===== config.mk =====
export PLATFORM = sky130hd
export DESIGN_NAME = rif_ctrl
export DESIGN_NICKNAME = d
export VERILOG_FILES = /design/src/rtl/rif_pkg.sv /design/src/rtl/rif_ctrl.sv
export SDC_FILE = /design/constraint.sdc
export NUM_CORES = 1
export LEC_CHECK = 0
export BUFFER_PORTS_ARGS = -buffer_cell sky130_fd_sc_hd__buf_2
export CAP_MARGIN = 20
export CORE_MARGIN = 5
export CORE_UTILIZATION = 30
export DETAILED_ROUTE_END_ITERATION = 12
export PLACE_DENSITY_LB_ADDON = 0.12
export SETUP_SLACK_MARGIN = 0.05
export SLEW_MARGIN = 10
export SYNTH_ARGS = -nofsm -noshare
export SYNTH_HDL_FRONTEND = slang
export SYNTH_SLANG_ARGS = --single-unit

===== constraint.sdc =====
create_clock -name clk_i -period 7.5 [get_ports clk_i]
set_clock_uncertainty 0.2 [all_clocks]
set_input_delay 0.75 -clock clk_i [delete_from_list [all_inputs] [get_ports clk_i]]
set_output_delay 0.75 -clock clk_i [all_outputs]
set_load 0.005 [all_outputs]

===== src/rtl/rif_pkg.sv =====
// Shared types, constants and the flux micro-program of the Rusanov interface flux block.
package rif_pkg;

  localparam int WORD_W   = 63;
  localparam int ADDR_W   = 5;
  localparam int RF_DEPTH = 32;
  localparam int PC_W     = 7;
  localparam int IN_WORDS = 9;
  localparam int SEL_W    = 4;
  localparam int OUT_N    = 7;
  localparam int OUT_W    = 48;
  localparam int PROD_W   = 124;
  localparam int HALF_W   = 31;

  localparam logic [PC_W-1:0] PROG_LAST = 7'd102;
  localparam logic [SEL_W-1:0] LOAD_LAST = 4'd8;
  localparam logic [ADDR_W-1:0] RIGHT_BASE = 5'd9;

  localparam logic signed [WORD_W-1:0] WIDE_MAX = 63'sh3FFF_FFFF_FFFF_FFFF;
  localparam logic signed [WORD_W-1:0] OUT_MAX  = 63'sd140737488355327;
  localparam logic signed [WORD_W-1:0] OUT_MIN  = -63'sd140737488355328;

  // Register file map: left state, right state, then temporaries.
  localparam logic [ADDR_W-1:0] A_RL = 5'd0;
  localparam logic [ADDR_W-1:0] A_UL = 5'd1;
  localparam logic [ADDR_W-1:0] A_VL = 5'd2;
  localparam logic [ADDR_W-1:0] A_EL = 5'd3;
  localparam logic [ADDR_W-1:0] A_PL = 5'd4;
  localparam logic [ADDR_W-1:0] A_CL = 5'd5;
  localparam logic [ADDR_W-1:0] A_HL = 5'd6;
  localparam logic [ADDR_W-1:0] A_OL = 5'd7;
  localparam logic [ADDR_W-1:0] A_WL = 5'd8;
  localparam logic [ADDR_W-1:0] A_RR = 5'd9;
  localparam logic [ADDR_W-1:0] A_UR = 5'd10;
  localparam logic [ADDR_W-1:0] A_VR = 5'd11;
  localparam logic [ADDR_W-1:0] A_ER = 5'd12;
  localparam logic [ADDR_W-1:0] A_PR = 5'd13;
  localparam logic [ADDR_W-1:0] A_CR = 5'd14;
  localparam logic [ADDR_W-1:0] A_HR = 5'd15;
  localparam logic [ADDR_W-1:0] A_OR = 5'd16;
  localparam logic [ADDR_W-1:0] A_WR = 5'd17;
  localparam logic [ADDR_W-1:0] A_ZR = 5'd18;
  localparam logic [ADDR_W-1:0] A_QL = 5'd19;
  localparam logic [ADDR_W-1:0] A_QR = 5'd20;
  localparam logic [ADDR_W-1:0] A_ML = 5'd21;
  localparam logic [ADDR_W-1:0] A_MR = 5'd22;
  localparam logic [ADDR_W-1:0] A_CM = 5'd23;
  localparam logic [ADDR_W-1:0] A_S1 = 5'd24;
  localparam logic [ADDR_W-1:0] A_S2 = 5'd25;
  localparam logic [ADDR_W-1:0] A_FL = 5'd26;
  localparam logic [ADDR_W-1:0] A_FR = 5'd27;
  localparam logic [ADDR_W-1:0] A_GL = 5'd28;
  localparam logic [ADDR_W-1:0] A_GR = 5'd29;
  localparam logic [ADDR_W-1:0] A_T  = 5'd30;

  localparam logic [ADDR_W-1:0] O_MASS = 5'd0;
  localparam logic [ADDR_W-1:0] O_MX   = 5'd1;
  localparam logic [ADDR_W-1:0] O_MY   = 5'd2;
  localparam logic [ADDR_W-1:0] O_EN   = 5'd3;
  localparam logic [ADDR_W-1:0] O_H2   = 5'd4;
  localparam logic [ADDR_W-1:0] O_O2   = 5'd5;
  localparam logic [ADDR_W-1:0] O_H2O  = 5'd6;

  typedef enum logic [2:0] {
    OP_ADD, OP_SUB, OP_HLF, OP_ABS, OP_MAX, OP_MUL, OP_OUT
  } op_e;

  typedef enum logic [1:0] {
    WR_ZERO, WR_IN, WR_ALU, WR_MUL
  } wr_src_e;

  typedef enum logic [2:0] {
    ST_CLEAR, ST_IDLE, ST_LOAD, ST_FETCH, ST_EXEC, ST_MUL, ST_MWB
  } state_e;

  // Each source has one address for an x normal and one for a y normal.
  typedef struct packed {
    op_e               op;
    logic [ADDR_W-1:0] dst;
    logic [ADDR_W-1:0] a0;
    logic [ADDR_W-1:0] a1;
    logic [ADDR_W-1:0] b0;
    logic [ADDR_W-1:0] b1;
  } instr_t;

  typedef struct packed {
    logic              cap;
    logic              wr_en;
    wr_src_e           wr_src;
    logic [ADDR_W-1:0] wr_addr;
    logic [ADDR_W-1:0] rd_a;
    logic [ADDR_W-1:0] rd_b;
    logic [SEL_W-1:0]  in_sel;
    op_e               op;
    logic              mul_load;
    logic              mul_step_en;
    logic [1:0]        mul_step;
    logic              out_en;
    logic [2:0]        out_idx;
  } ctrl_t;

  function automatic instr_t mk(op_e op, logic [ADDR_W-1:0] d, logic [ADDR_W-1:0] a0,
                                logic [ADDR_W-1:0] a1, logic [ADDR_W-1:0] b0,
                                logic [ADDR_W-1:0] b1);
    instr_t r;
    r.op = op;
    r.dst = d;
    r.a0 = a0;
    r.a1 = a1;
    r.b0 = b0;
    r.b1 = b1;
    return r;
  endfunction

  function automatic instr_t m2(op_e op, logic [ADDR_W-1:0] d, logic [ADDR_W-1:0] a,
                                logic [ADDR_W-1:0] b);
    return mk(op, d, a, a, b, b);
  endfunction

  // Six steps of half(fl + fr) - half(cmax * (ur - ul)), then the output write.
  function automatic instr_t rus_step(logic [2:0] j, logic [ADDR_W-1:0] fl,
                                      logic [ADDR_W-1:0] fr, logic [ADDR_W-1:0] ul,
                                      logic [ADDR_W-1:0] ur, logic [ADDR_W-1:0] k);
    instr_t r;
    case (j)
      3'd0:    r = m2(OP_ADD, A_S1, fl, fr);
      3'd1:    r = m2(OP_SUB, A_S2, ur, ul);
      3'd2:    r = m2(OP_MUL, A_S2, A_CM, A_S2);
      3'd3:    r = m2(OP_HLF, A_S1, A_S1, A_S1);
      3'd4:    r = m2(OP_HLF, A_S2, A_S2, A_S2);
      3'd5:    r = m2(OP_SUB, A_S1, A_S1, A_S2);
      default: r = m2(OP_OUT, k, A_S1, A_S1);
    endcase
    return r;
  endfunction

  function automatic instr_t prog(logic [PC_W-1:0] pc);
    instr_t r;
    case (pc)
      7'd0:  r = m2(OP_SUB, A_ZR, A_RL, A_RL);
      7'd1:  r = mk(OP_ADD, A_QL, A_UL, A_VL, A_ZR, A_ZR);
      7'd2:  r = mk(OP_ADD, A_QR, A_UR, A_VR, A_ZR, A_ZR);
      7'd3:  r = m2(OP_ABS, A_ML, A_QL, A_QL);
      7'd4:  r = m2(OP_ADD, A_ML, A_ML, A_CL);
      7'd5:  r = m2(OP_ABS, A_MR, A_QR, A_QR);
      7'd6:  r = m2(OP_ADD, A_MR, A_MR, A_CR);
      7'd7:  r = m2(OP_MAX, A_CM, A_ML, A_MR);
      7'd8:  r = m2(OP_MUL, A_FL, A_RL, A_QL);
      7'd9:  r = m2(OP_MUL, A_FR, A_RR, A_QR);
      7'd10, 7'd11, 7'd12, 7'd13, 7'd14, 7'd15, 7'd16:
        r = rus_step(3'(pc - 7'd10), A_FL, A_FR, A_RL, A_RR, O_MASS);
      7'd17: r = m2(OP_MUL, A_GL, A_RL, A_UL);
      7'd18: r = m2(OP_MUL, A_GR, A_RR, A_UR);
      7'd19: r = m2(OP_MUL, A_FL, A_GL, A_QL);
      7'd20: r = mk(OP_ADD, A_FL, A_FL, A_FL, A_PL, A_ZR);
      7'd21: r = m2(OP_MUL, A_FR, A_GR, A_QR);
      7'd22: r = mk(OP_ADD, A_FR, A_FR, A_FR, A_PR, A_ZR);
      7'd23, 7'd24, 7'd25, 7'd26, 7'd27, 7'd28, 7'd29:
        r = rus_step(3'(pc - 7'd23), A_FL, A_FR, A_GL, A_GR, O_MX);
      7'd30: r = m2(OP_MUL, A_GL, A_RL, A_VL);
      7'd31: r = m2(OP_MUL, A_GR, A_RR, A_VR);
      7'd32: r = m2(OP_MUL, A_FL, A_GL, A_QL);
      7'd33: r = mk(OP_ADD, A_FL, A_FL, A_FL, A_ZR, A_PL);
      7'd34: r = m2(OP_MUL, A_FR, A_GR, A_QR);
      7'd35: r = mk(OP_ADD, A_FR, A_FR, A_FR, A_ZR, A_PR);
      7'd36, 7'd37, 7'd38, 7'd39, 7'd40, 7'd41, 7'd42:
        r = rus_step(3'(pc - 7'd36), A_FL, A_FR, A_GL, A_GR, O_MY);
      7'd43: r = m2(OP_MUL, A_GL, A_UL, A_UL);
      7'd44: r = m2(OP_MUL, A_T, A_VL, A_VL);
      7'd45: r = m2(OP_ADD, A_GL, A_GL, A_T);
      7'd46: r = m2(OP_HLF, A_GL, A_GL, A_GL);
      7'd47: r = m2(OP_ADD, A_GL, A_EL, A_GL);
      7'd48: r = m2(OP_MUL, A_GR, A_UR, A_UR);
      7'd49: r = m2(OP_MUL, A_T, A_VR, A_VR);
      7'd50: r = m2(OP_ADD, A_GR, A_GR, A_T);
      7'd51: r = m2(OP_HLF, A_GR, A_GR, A_GR);
      7'd52: r = m2(OP_ADD, A_GR, A_ER, A_GR);
      7'd53: r = m2(OP_MUL, A_FL, A_RL, A_QL);
      7'd54: r = m2(OP_MUL, A_FL, A_FL, A_GL);
      7'd55: r = m2(OP_MUL, A_T, A_QL, A_PL);
      7'd56: r = m2(OP_ADD, A_FL, A_FL, A_T);
      7'd57: r = m2(OP_MUL, A_FR, A_RR, A_QR);
      7'd58: r = m2(OP_MUL, A_FR, A_FR, A_GR);
      7'd59: r = m2(OP_MUL, A_T, A_QR, A_PR);
      7'd60: r = m2(OP_ADD, A_FR, A_FR, A_T);
      7'd61: r = m2(OP_MUL, A_GL, A_RL, A_GL);
      7'd62: r = m2(OP_MUL, A_GR, A_RR, A_GR);
      7'd63, 7'd64, 7'd65, 7'd66, 7'd67, 7'd68, 7'd69:
        r = rus_step(3'(pc - 7'd63), A_FL, A_FR, A_GL, A_GR, O_EN);
      7'd70: r = m2(OP_MUL, A_GL, A_RL, A_HL);
      7'd71: r = m2(OP_MUL, A_GR, A_RR, A_HR);
      7'd72: r = m2(OP_MUL, A_FL, A_GL, A_QL);
      7'd73: r = m2(OP_MUL, A_FR, A_GR, A_QR);
      7'd74, 7'd75, 7'd76, 7'd77, 7'd78, 7'd79, 7'd80:
        r = rus_step(3'(pc - 7'd74), A_FL, A_FR, A_GL, A_GR, O_H2);
      7'd81: r = m2(OP_MUL, A_GL, A_RL, A_OL);
      7'd82: r = m2(OP_MUL, A_GR, A_RR, A_OR);
      7'd83: r = m2(OP_MUL, A_FL, A_GL, A_QL);
      7'd84: r = m2(OP_MUL, A_FR, A_GR, A_QR);
      7'd85, 7'd86, 7'd87, 7'd88, 7'd89, 7'd90, 7'd91:
        r = rus_step(3'(pc - 7'd85), A_FL, A_FR, A_GL, A_GR, O_O2);
      7'd92: r = m2(OP_MUL, A_GL, A_RL, A_WL);
      7'd93: r = m2(OP_MUL, A_GR, A_RR, A_WR);
      7'd94: r = m2(OP_MUL, A_FL, A_GL, A_QL);
      7'd95: r = m2(OP_MUL, A_FR, A_GR, A_QR);
      default:
        r = rus_step(3'(pc - 7'd96), A_FL, A_FR, A_GL, A_GR, O_H2O);
    endcase
    return r;
  endfunction

  function automatic logic signed [WORD_W-1:0] clampw(logic signed [WORD_W:0] x);
    logic signed [WORD_W:0]   lim;
    logic signed [WORD_W-1:0] r;
    lim = {WIDE_MAX[WORD_W-1], WIDE_MAX};
    if (x > lim) begin
      r = WIDE_MAX;
    end else if (x < -lim) begin
      r = -WIDE_MAX;
    end else begin
      r = x[WORD_W-1:0];
    end
    return r;
  endfunction

endpackage


===== src/rtl/rif_ctrl.sv =====
// Controller: clearing pass, state load and micro-program sequencer.
module rif_ctrl (
  input  logic           clk_i,
  input  logic           rst_ni,
  input  logic           start,
  input  logic           func_i,
  output logic           busy,
  input  logic           cfg_valid_i,
  output logic           cfg_ready_o,
  input  logic           cfg_data_i,
  output rif_pkg::ctrl_t cmd_o,
  output logic           strobe_o
);

  rif_pkg::state_e state_q, state_d;
  logic [rif_pkg::PC_W-1:0]  pc_q, pc_d;
  logic [rif_pkg::SEL_W-1:0] cnt_q, cnt_d;
  logic func_q, func_d, axis_q, strobe_q, strobe_d;
  rif_pkg::instr_t ins;

  assign cfg_ready_o = 1'b1;
  assign busy        = (state_q != rif_pkg::ST_IDLE);
  assign strobe_o    = strobe_q;
  assign ins         = rif_pkg::prog(pc_q);

  always_ff @(posedge clk_i or negedge rst_ni) begin
    if (!rst_ni) begin
      state_q  <= rif_pkg::ST_CLEAR;
      pc_q     <= '0;
      cnt_q    <= '0;
      func_q   <= 1'b0;
      axis_q   <= 1'b0;
      strobe_q <= 1'b0;
    end else begin
      state_q  <= state_d;
      pc_q     <= pc_d;
      cnt_q    <= cnt_d;
      func_q   <= func_d;
      strobe_q <= strobe_d;
      if (cfg_valid_i && cfg_ready_o) begin
        axis_q <= cfg_data_i;
      end
    end
  end

  always_comb begin
    state_d  = state_q;
    pc_d     = pc_q;
    cnt_d    = cnt_q;
    func_d   = func_q;
    strobe_d = 1'b0;

    cmd_o             = '0;
    cmd_o.wr_src      = rif_pkg::WR_ALU;
    cmd_o.op          = ins.op;
    cmd_o.rd_a        = axis_q ? ins.a1 : ins.a0;
    cmd_o.rd_b        = axis_q ? ins.b1 : ins.b0;
    cmd_o.wr_addr     = ins.dst;
    cmd_o.in_sel      = cnt_q;
    cmd_o.mul_step    = cnt_q[1:0];
    cmd_o.out_idx     = ins.dst[2:0];

    case (state_q)
      rif_pkg::ST_CLEAR: begin
        cmd_o.wr_en   = 1'b1;
        cmd_o.wr_src  = rif_pkg::WR_ZERO;
        cmd_o.wr_addr = rif_pkg::ADDR_W'(cnt_q);
        cnt_d = cnt_q + 1'b1;
        if (cnt_q == rif_pkg::LOAD_LAST) begin
          cnt_d   = '0;
          state_d = rif_pkg::ST_IDLE;
        end
      end
      rif_pkg::ST_IDLE: begin
        if (start) begin
          cmd_o.cap = 1'b1;
          func_d    = func_i;
          cnt_d     = '0;
          state_d   = rif_pkg::ST_LOAD;
        end
      end
      rif_pkg::ST_LOAD: begin
        cmd_o.wr_en   = 1'b1;
        cmd_o.wr_src  = rif_pkg::WR_IN;
        cmd_o.wr_addr = (func_q ? rif_pkg::RIGHT_BASE : '0) + rif_pkg::ADDR_W'(cnt_q);
        cnt_d = cnt_q + 1'b1;
        if (cnt_q == rif_pkg::LOAD_LAST) begin
          cnt_d   = '0;
          pc_d    = '0;
          state_d = func_q ? rif_pkg::ST_FETCH : rif_pkg::ST_IDLE;
        end
      end
      rif_pkg::ST_FETCH: begin
        state_d = rif_pkg::ST_EXEC;
      end
      rif_pkg::ST_EXEC: begin
        case (ins.op)
          rif_pkg::OP_MUL: begin
            cmd_o.mul_load = 1'b1;
            cnt_d   = '0;
            state_d = rif_pkg::ST_MUL;
          end
          rif_pkg::OP_OUT: begin
            cmd_o.out_en = 1'b1;
            if (pc_q == rif_pkg::PROG_LAST) begin
              strobe_d = 1'b1;
              state_d  = rif_pkg::ST_IDLE;
            end else begin
              pc_d    = pc_q + 1'b1;
              state_d = rif_pkg::ST_FETCH;
            end
          end
          default: begin
            cmd_o.wr_en = 1'b1;
            pc_d    = pc_q + 1'b1;
            state_d = rif_pkg::ST_FETCH;
          end
        endcase
      end
      rif_pkg::ST_MUL: begin
        cmd_o.mul_step_en = 1'b1;
        cnt_d = cnt_q + 1'b1;
        if (cnt_q[1:0] == 2'd3) begin
          state_d = rif_pkg::ST_MWB;
        end
      end
      rif_pkg::ST_MWB: begin
        cmd_o.wr_en  = 1'b1;
        cmd_o.wr_src = rif_pkg::WR_MUL;
        pc_d    = pc_q + 1'b1;
        state_d = rif_pkg::ST_FETCH;
      end
      default: begin
        state_d = rif_pkg::ST_IDLE;
      end
    endcase
  end

endmodule


==> results.txt, run 1 <==
----------------------------------------------------
[Outcome]
  Status ... complete, no violations

[STA]
  Slew of the pin with the lowest slew margin ... 1.07 ns
  Final min period ... 5.99 ns
  Final period utilization ... 79.9%
  Finish-stage setup viols ... 0
  Unrepaired setup endpoints after global routing ... no
  Worst relative slew slack ... 27.9%
  Final hold vios ... 0
  Number of slew-limit violations in the final report ... 0
  Highest attainable clock frequency ... 0.167 GHz
  Post-route setup TNS ... 0 ns

[Synth]
  Number of register bits inferred by synthesis ... 17
  Top cells by area in the synthesized netlist ... sky130_fd_sc_hd__dfrtp_1 11%, sky130_fd_sc_hd__nand2_1 6.4%, sky130_fd_sc_hd__a21oi_1 5.6%
  Synth async-reset ratio ... 100%
  Cell accounting for the most synthesized area ... sky130_fd_sc_hd__dfrtp_1
  Synth warn ... 0
  Dominant register cell in the synthesized netlist ... sky130_fd_sc_hd__dfrtp_1
  Synthesized area per cell ... 6.69 um2
  Synth Cell Area ... 4050 um2
  Net Count, Synth ... 624
  Count of distinct cell types in the synthesized netlist ... 84
  Synth top area share ... 10.5%
  Cell count after synthesis ... 605
  Portion of the post-synthesis area used by sequential elements ... 10.5%
  EDFF count, synth ... 0

[Clock network]
  Clock network latency to the later pin of the worst-skew pair ... 0.25 ns
  Clk root buf ... sky130_fd_sc_hd__clkbuf_16
  Number of gates resized after cts ... 0
  CTS tree ... done
  Clock slew at the register clock pins of the worst setup and hold paths ... 0.06 ns
  Post-CTS setup buffer count ... 0
  Number of H-tree levels ... 1
  Number of clock sinks ... 17
  Cts hold-fix bufs ... 0
  Inserted Clock Buffers ... 3
  Max clock buf depth ... 2

[Detailed routing]
  Number of vias in the routed layout ... 5238
  Detailed Route WL ... 19.5 mm
  Total iterations of the first detailed-routing run ... 6
  Residual antenna-violating net count after detailed routing ... 0
  Number of design rule violations left after detail routing ... 0
  DRT iter0 DRCs ... 692
  Detail-routed net length per standard cell ... 24.9 um
  Average vias per placed instance ... 6.70

[Power]
  Post-layout total power ... 1.90 mW
  Seq pwr share ... 11.4%
  Net Sw Frac ... 60.7%
  Max IR drop VDD ... 210 uV
  Part of the total power dissipated in the clock network ... 5.9%
  Internal power summed over all cells ... 747 uW
  Net switching power ... 1.15 mW
  Combinational Power Share ... 82.8%
  Power density normalized to cell area ... 435 nW/um2
  Pleak ... 1.70 nW

[Floorplanning]
  Effective utilization at floorplan ... 30.5%
  Number of placed I/O pins ... 43
  Area of the core region ... 13200 um2
  Floorplan die width ... 126 um
  Floorplan row count ... 42
  Die area ... 15900 um2
  Die span in y ... 126 um

[Final layout]
  Count of inserted antenna diode cells ... 0
  Flip-flop and latch area ... 427 um2
  Number of fill cells in the layout ... 1519
  Area Overhead vs Synth ... 8.10%
  Fraction of layout instances using a drive strength above 1 ... 15.3%
  Net count reported at finish ... 626
  Finished layout cell area ... 4370 um2
  Area occupied by multi-input gates ... 3260 um2

[Global routing]
  Initial antenna violation count ... 0
  Pin count of the biggest net entering global routing ... 48
  First-pass GRT wire length ... 29.6 mm
  Overall routing resource usage ... 23.3%
  Overall overflow remaining after global route ... 0
  Vias in the first global route ... 4901

[Min path]
  Worst min-delay path class ... input pin to async pin

[Placement]
  Final RePlAce weighted congestion ... 1.05
  DP Area ... 4290 um2
  Half-perimeter wire length after placement ... 14.5 mm
  Number of buffer cells added on primary ports ... 41

[Setup path]
  Critical Path Sink Type ... primary output
  Maximum fanout count along the critical path ... 20
  Critical register-to-register path startpoint ... pc_q[0]$_DFFE_PN0P_
  Worst r2r dst ... pc_q[2]$_DFFE_PN0P_
  Arrival time of the worst setup path ... 5.04 ns
  Type of the worst setup path ... register to primary output
  Depth of the worst register-to-register path ... 11
  Reg-to-reg setup timing slack ... 2.17 ns
  Cell chain of the critical path ... inv_1, ha_1, nor2_1, a2111oi_1, nor4_4, nand4_2, or3_1, mux2i_1, nand2b_1, nor4_1, buf_2
  Library cell contributing the largest single delay on the critical path ... sky130_fd_sc_hd__nor2_1
  Startpoint type of the worst setup path ... register
  Required time of the worst setup path ... 6.55 ns
  Delay contributed by the slowest stage of the critical path ... 0.73 ns

[Flow run]
  Max-cap violation count ... 0

----------------------------------------------------
==> placed cells by master, fill, tap and decap left out, types with 14 or more instances in the layout <==
| cell | n |
|---|---|
| sky130_fd_sc_hd__nand2_1 | 69 |
| sky130_fd_sc_hd__nor2_1 | 53 |
| sky130_fd_sc_hd__a21oi_1 | 45 |
| sky130_fd_sc_hd__buf_2 | 42 |
| sky130_fd_sc_hd__o21ai_0 | 37 |
| sky130_fd_sc_hd__nor3_1 | 29 |
| sky130_fd_sc_hd__nand3_1 | 27 |
| sky130_fd_sc_hd__dfrtp_1 | 16 |
| sky130_fd_sc_hd__buf_4 | 16 |
| sky130_fd_sc_hd__nand2b_1 | 14 |
==> per-layer routing <==
layer / track usage, % / vias up / share of wire, %
met5: 0 / - / 0
met4: 12.9 / 0 / 6.5
met3: 4.06 / 98 / 10
met2: 35.5 / 399 / 43
met1: 31.0 / 2455 / 40
li1: - / 2286 / -
==> area by class of cell <==
type,count,area share [%]
inverter,15,1.29
tap,176,5.04
multi-input combinational,512,74.5
clock buffer,3,1.72
timing repair buffer,58,7.55
clock inverter,1,0.114
sequential,17,9.76
==> cells in the mapped netlist (all sizes together) (4+ instances only) <==
cell	n
a22oi	9
nor2b	10
mux2i	7
xnor2	4
mux2	5
or4	4
nand3b	6
o32ai	4
xor2	4
buf	31
a21oi	46
and2	7
a32o	5
o211ai	9
ha	13
and3	4
inv	14
nand4	11
nor4	12
o21ai	37
or2	6
or3b	4
o221ai	4
nand3	27
nand2b	14
nand2	70
a32oi	5
a22o	4
o21a	4
clkbuf	30
o311ai	5
a2111oi	5
or3	8
o31ai	4
dfrtp	17
nor3b	4
a31oi	12
nor3	29
nor2	54
o22ai	7
a211oi	7
==> power by group through the flow <==
stage	registers, mW	clock network [mW]	logic, mW
global route	0.227	0.120	1.69
finish	0.216	0.112	1.57
global placement	0.213	0	1.55
detailed placement	0.217	0	1.53
CTS	0.216	0.116	1.54
floorplan	0.154	0	1.06
==> kinds of logic (layout without fill, tap and decap cells) <==
kind of cell | count (synthesis) | after routing | share of synthesized area, %
and+or+nand+nor | 283 | 283 | 37.3
AOI/OAI and AO/OA | 195 | 195 | 34.2
buffers and inverters | 76 | 77 | 8.91
DFF | 17 | 17 | 10.5
adders and majority gates | 13 | 13 | 4.02
muxes | 12 | 12 | 3.22
xor gates and xnor gates | 8 | 8 | 1.73
other | 1 | 1 | 0.0927
==> worst max-delay path, delay by kind of cell, from the launching register on <==
family                     cells  cell delay, ns
and+or+nand+nor                6            2.36
adders and majority gates      1            0.48
buffers and inverters          2            0.43
muxes                          1            0.50
DFF                            1            0.68
AOI/OAI and AO/OA              1            0.31
==> metrics by stage <==
stage	utilization, %	hold WS [ns]	cells	worst slack [ns]
2_1_floorplan	-	0.254	605	3.22
3_3_place_gp	32.4	0.413	777	2.10
3_5_place_dp	32.4	0.405	778	1.94
4_1_cts	33.0	0.255	782	1.64
5_1_grt	33.0	0.267	782	1.13
6_report	33.0	0.231	782	1.51
==> how the worst max path moves through the flow <==
stage	end	slack, ns	cells past startpoint	from
2_1_floorplan	cmd_o[3]	3.22	13	pc_q[0]$_DFFE_PN0P_
3_3_place_gp	cmd_o[3]	2.10	12	pc_q[0]$_DFFE_PN0P_
3_5_place_dp	cmd_o[3]	1.94	11	pc_q[0]$_DFFE_PN0P_
4_1_cts	cmd_o[3]	1.64	11	pc_q[0]$_DFFE_PN0P_
5_1_grt	cmd_o[3]	1.13	11	pc_q[0]$_DFFE_PN0P_
6_report	cmd_o[3]	1.51	11	pc_q[0]$_DFFE_PN0P_
==> flip-flops by register name, indices dropped and copies added (netlist names) <==
name,cells
pc_q,7
func_q,1
cnt_q,4
axis_q,1
state_q,3
strobe_o,1
(Power assumes the default switching activity.)
==> inputs of run 2 (changes only) <==
==> constraint.sdc (replaced) <==
create_clock -name clk_i -period 5.8 [get_ports clk_i]
set_clock_uncertainty 0.2 [all_clocks]
set_input_delay 0.58 -clock clk_i [delete_from_list [all_inputs] [get_ports clk_i]]
set_output_delay 0.58 -clock clk_i [all_outputs]
set_load 0.005 [all_outputs]
==> run 2 against run 1 <==
Worst hold slack worse by 0.17 ns. Combinational power increased by 33%. Global-route usage increased by 0.086 points. Final area grew 2.7%. Critical path type unchanged. Critical endpoint unchanged.
==> results.txt, run 2 (synthesis results as in run 1) <==
----------------------------------------------------
[Outcome]
  Status ... complete, no violations (unchanged)

[Power]
  Net switching power ... 1.50 mW (was 1.15 mW)
  Net Sw Frac ... 59.9% (was 60.7%)
  Internal power summed over all cells ... 1.00 mW (was 747 uW)
  Part of the total power dissipated in the clock network ... 5.8% (was 5.9%)
  Combinational Power Share ... 83.5% (was 82.8%)
  Max IR drop VDD ... 297 uV (was 210 uV)
  Seq pwr share ... 10.6% (was 11.4%)
  Pleak ... 1.77 nW (was 1.70 nW)
  Power density normalized to cell area ... 557 nW/um2 (was 435 nW/um2)

[Final layout]
  Count of inserted antenna diode cells ... 0 (unchanged)
  Max reg flops ... 7 (unchanged)
  Commonest cells after routing, fill and taps aside ... 69 x sky130_fd_sc_hd__nand2_1, 53 x sky130_fd_sc_hd__nor2_1, 45 x sky130_fd_sc_hd__a21oi_1 (unchanged)
  Fraction of layout instances using a drive strength above 1 ... 17.4% (was 15.3%)
  Top Registers ... pc_q x7, cnt_q x4, state_q x3 (unchanged)
  Area Overhead vs Synth ... 11.0% (was 8.10%)
  Finished layout cell area ... 4490 um2 (was 4370 um2)
  Net count reported at finish ... 641 (was 626)
  Most common cell after layout, fill and taps aside ... sky130_fd_sc_hd__nand2_1 (unchanged)
  Register with the highest flop count ... pc_q (unchanged)

[Clock network]
  Inserted Clock Buffers ... 3 (unchanged)
  Number of H-tree levels ... 1 (unchanged)
  Cts hold-fix bufs ... 0 (unchanged)
  Number of clock sinks ... 17 (unchanged)
  Post-CTS setup buffer count ... 0 (unchanged)
  CTS tree ... done (unchanged)
  Clock network latency to the later pin of the worst-skew pair ... 0.25 ns (about the same)
  Clk root buf ... sky130_fd_sc_hd__clkbuf_16 (unchanged)
  Clock slew at the register clock pins of the worst setup and hold paths ... 0.06 ns (about the same)
  Number of gates resized after cts ... 0 (unchanged)
  Max clock buf depth ... 2 (unchanged)

[Placement]
  Minimum setup slack after placement ... 0.863 ns (was 1.94 ns)
  DP Area ... 4410 um2 (was 4290 um2)
  Half-perimeter wire length after placement ... 15.0 mm (was 14.5 mm)
  Final RePlAce weighted congestion ... 1.05 (about the same)
  Number of buffer cells added on primary ports ... 41 (unchanged)

[Setup path]
  Reg-to-reg setup timing slack ... 1.01 ns (was 2.17 ns)
  Critical Path Sink Type ... primary output (unchanged)
  Worst r2r dst ... pc_q[2]$_DFFE_PN0P_ (unchanged)
  Required time of the worst setup path ... 5.02 ns (was 6.55 ns)
  Startpoint type of the worst setup path ... register (unchanged)
  Delay contributed by the slowest stage of the critical path ... 0.88 ns (was 0.73 ns)
  WP buf/inv ... 1 (was 2)
  Library cell contributing the largest single delay on the critical path ... sky130_fd_sc_hd__ha_1 (was sky130_fd_sc_hd__nor2_1)
  Family with the most delay on the worst path ... simple AND/OR/NAND/NOR gates (unchanged)
  Type of the worst setup path ... register to primary output (unchanged)
  Arrival time of the worst setup path ... 4.61 ns (was 5.04 ns)
  Cell repeated most along the worst path ... sky130_fd_sc_hd__nor4_1
  Critical register-to-register path startpoint ... pc_q[1]$_DFFE_PN0P_ (was pc_q[0]$_DFFE_PN0P_)
  Maximum fanout count along the critical path ... 19 (was 20)
  Cell chain of the critical path ... ha_1, nor2_1, nor4_1, nor3_1, nand4_1, or3_1, mux2i_1, nand2b_1, nor4_1, buf_2 (was inv_1, ha_1, nor2_1, a2111oi_1, nor4_4, nand4_2, or3_1, mux2i_1, nand2b_1, nor4_1, buf_2)
  Depth of the worst register-to-register path ... 10 (was 11)

[Detailed routing]
  Total iterations of the first detailed-routing run ... 6 (unchanged)
  Number of design rule violations left after detail routing ... 0 (unchanged)
  Number of vias in the routed layout ... 5356 (was 5238)
  Detail-routed net length per standard cell ... 24.5 um (was 24.9 um)
  Detailed Route WL ... 19.5 mm (about the same)
  DRT iter0 DRCs ... 825 (was 692)
  Average vias per placed instance ... 6.72 (was 6.70)
  Residual antenna-violating net count after detailed routing ... 0 (unchanged)

[Global routing]
  Initial antenna violation count ... 0 (unchanged)
  Global-route met1 utilization ... 30.6% (was 31.0%)
  Met2 usage ... 35.8% (was 35.5%)
  Overall routing resource usage ... 23.3% (about the same)
  Most heavily used metal layer in global routing ... met2 (unchanged)
  GRT met3 Usage ... 4.15% (was 4.06%)
  First-pass GRT wire length ... 29.9 mm (was 29.6 mm)
  Vias in the first global route ... 4999 (was 4901)
  Pin count of the biggest net entering global routing ... 34 (was 48)
  Overall overflow remaining after global route ... 0 (unchanged)

[STA]
  Post-route setup TNS ... 0 ns (unchanged)
  Highest attainable clock frequency ... 0.186 GHz
  Worst Setup Slack, final ... 0.413 ns (was 1.51 ns)
  Worst relative slew slack ... 33.4% (was 27.9%)
  Number of slew-limit violations in the final report ... 0 (unchanged)
  Slew of the pin with the lowest slew margin ... 0.999 ns (was 1.07 ns)
  Unrepaired setup endpoints after global routing ... no (unchanged)
  Final hold vios ... 0 (unchanged)
  Final period utilization ... 92.9%
  Final min period ... 5.39 ns
  Finish-stage setup viols ... 0 (unchanged)

[Floorplanning]
  Die area ... 15900 um2 (unchanged)
  Area of the core region ... 13200 um2 (unchanged)
  Floorplan die width ... 126 um (unchanged)
  Floorplan row count ... 42 (unchanged)
  Number of placed I/O pins ... 43 (unchanged)
  Die span in y ... 126 um (unchanged)
  Effective utilization at floorplan ... 30.5% (unchanged)

[Flow run]
  Max-cap violation count ... 0 (unchanged)

[Min path]
  Worst min-delay path class ... input pin to async pin (unchanged)

----------------------------------------------------
-- run 2: worst max path at each step --
stage / end / depth (start not counted) / slack (ns) / from
final: cmd_o[3] / 10 / 0.41 / pc_q[1]$_DFFE_PN0P_
after global routing: cmd_o[3] / 10 / 0.16 / pc_q[1]$_DFFE_PN0P_
after CTS: cmd_o[3] / 10 / 0.55 / pc_q[1]$_DFFE_PN0P_
after detailed placement: cmd_o[3] / 10 / 0.86 / pc_q[1]$_DFFE_PN0P_
after global placement: cmd_o[25] / 13 / 1.01 / pc_q[1]$_DFFE_PN0P_
after floorplan: cmd_o[3] / 13 / 1.69 / pc_q[0]$_DFFE_PN0P_
-- run 2: per-stage QoR --
step,power (mW),utilization (%),hold slack (ns),cells
2_1_floorplan,1.57,-,0.0844,605
3_3_place_gp,2.33,33.3,0.346,793
3_5_place_dp,2.29,33.3,0.345,793
4_1_cts,2.45,33.9,0.0651,797
5_1_grt,2.67,33.9,0.0888,797
6_report,2.50,33.9,0.0586,797
-- run 2: metal layers --
metal / routed length (um) / share of wire (%) / up-vias
li1: - / - / 2316
met1: 7520 / 38 / 2480
met2: 8420 / 43 / 440
met3: 2240 / 11 / 120
met4: 1370 / 7.0 / 0
met5: 0 / 0 / -
-- run 2: final cells by class --
class | count | area, um2
Fill cell | 1490 | 8750
Clock buffer | 3 | 75.1
Multi-Input combinational cell | 512 | 3260
Tap cell | 176 | 220
Sequential cell | 17 | 427
Inverter | 15 | 56.3
Clock inverter | 1 | 7.51
Timing Repair Buffer | 73 | 445
-- run 2: power groups by stage --
stage          Combinational [mW]  Clock (mW)  Sequential [mW]
6_report                     2.09       0.146            0.267
5_1_grt                      2.24       0.156            0.278
4_1_cts                      2.04       0.153            0.264
3_5_place_dp                 2.03           0            0.266
3_3_place_gp                 2.06           0            0.263
2_1_floorplan                1.37           0            0.200
-- run 2: worst reg2reg max path, delay by kind of cell, from the launching register on --
kind / cells / cell delay (ns)
AO/OA/AOI/OAI: 1 / 0.39
adder cells (fa/ha/maj): 1 / 0.88
flip-flops: 1 / 0.60
multiplexers: 1 / 0.44
AND/OR/NAND/NOR: 7 / 2.16
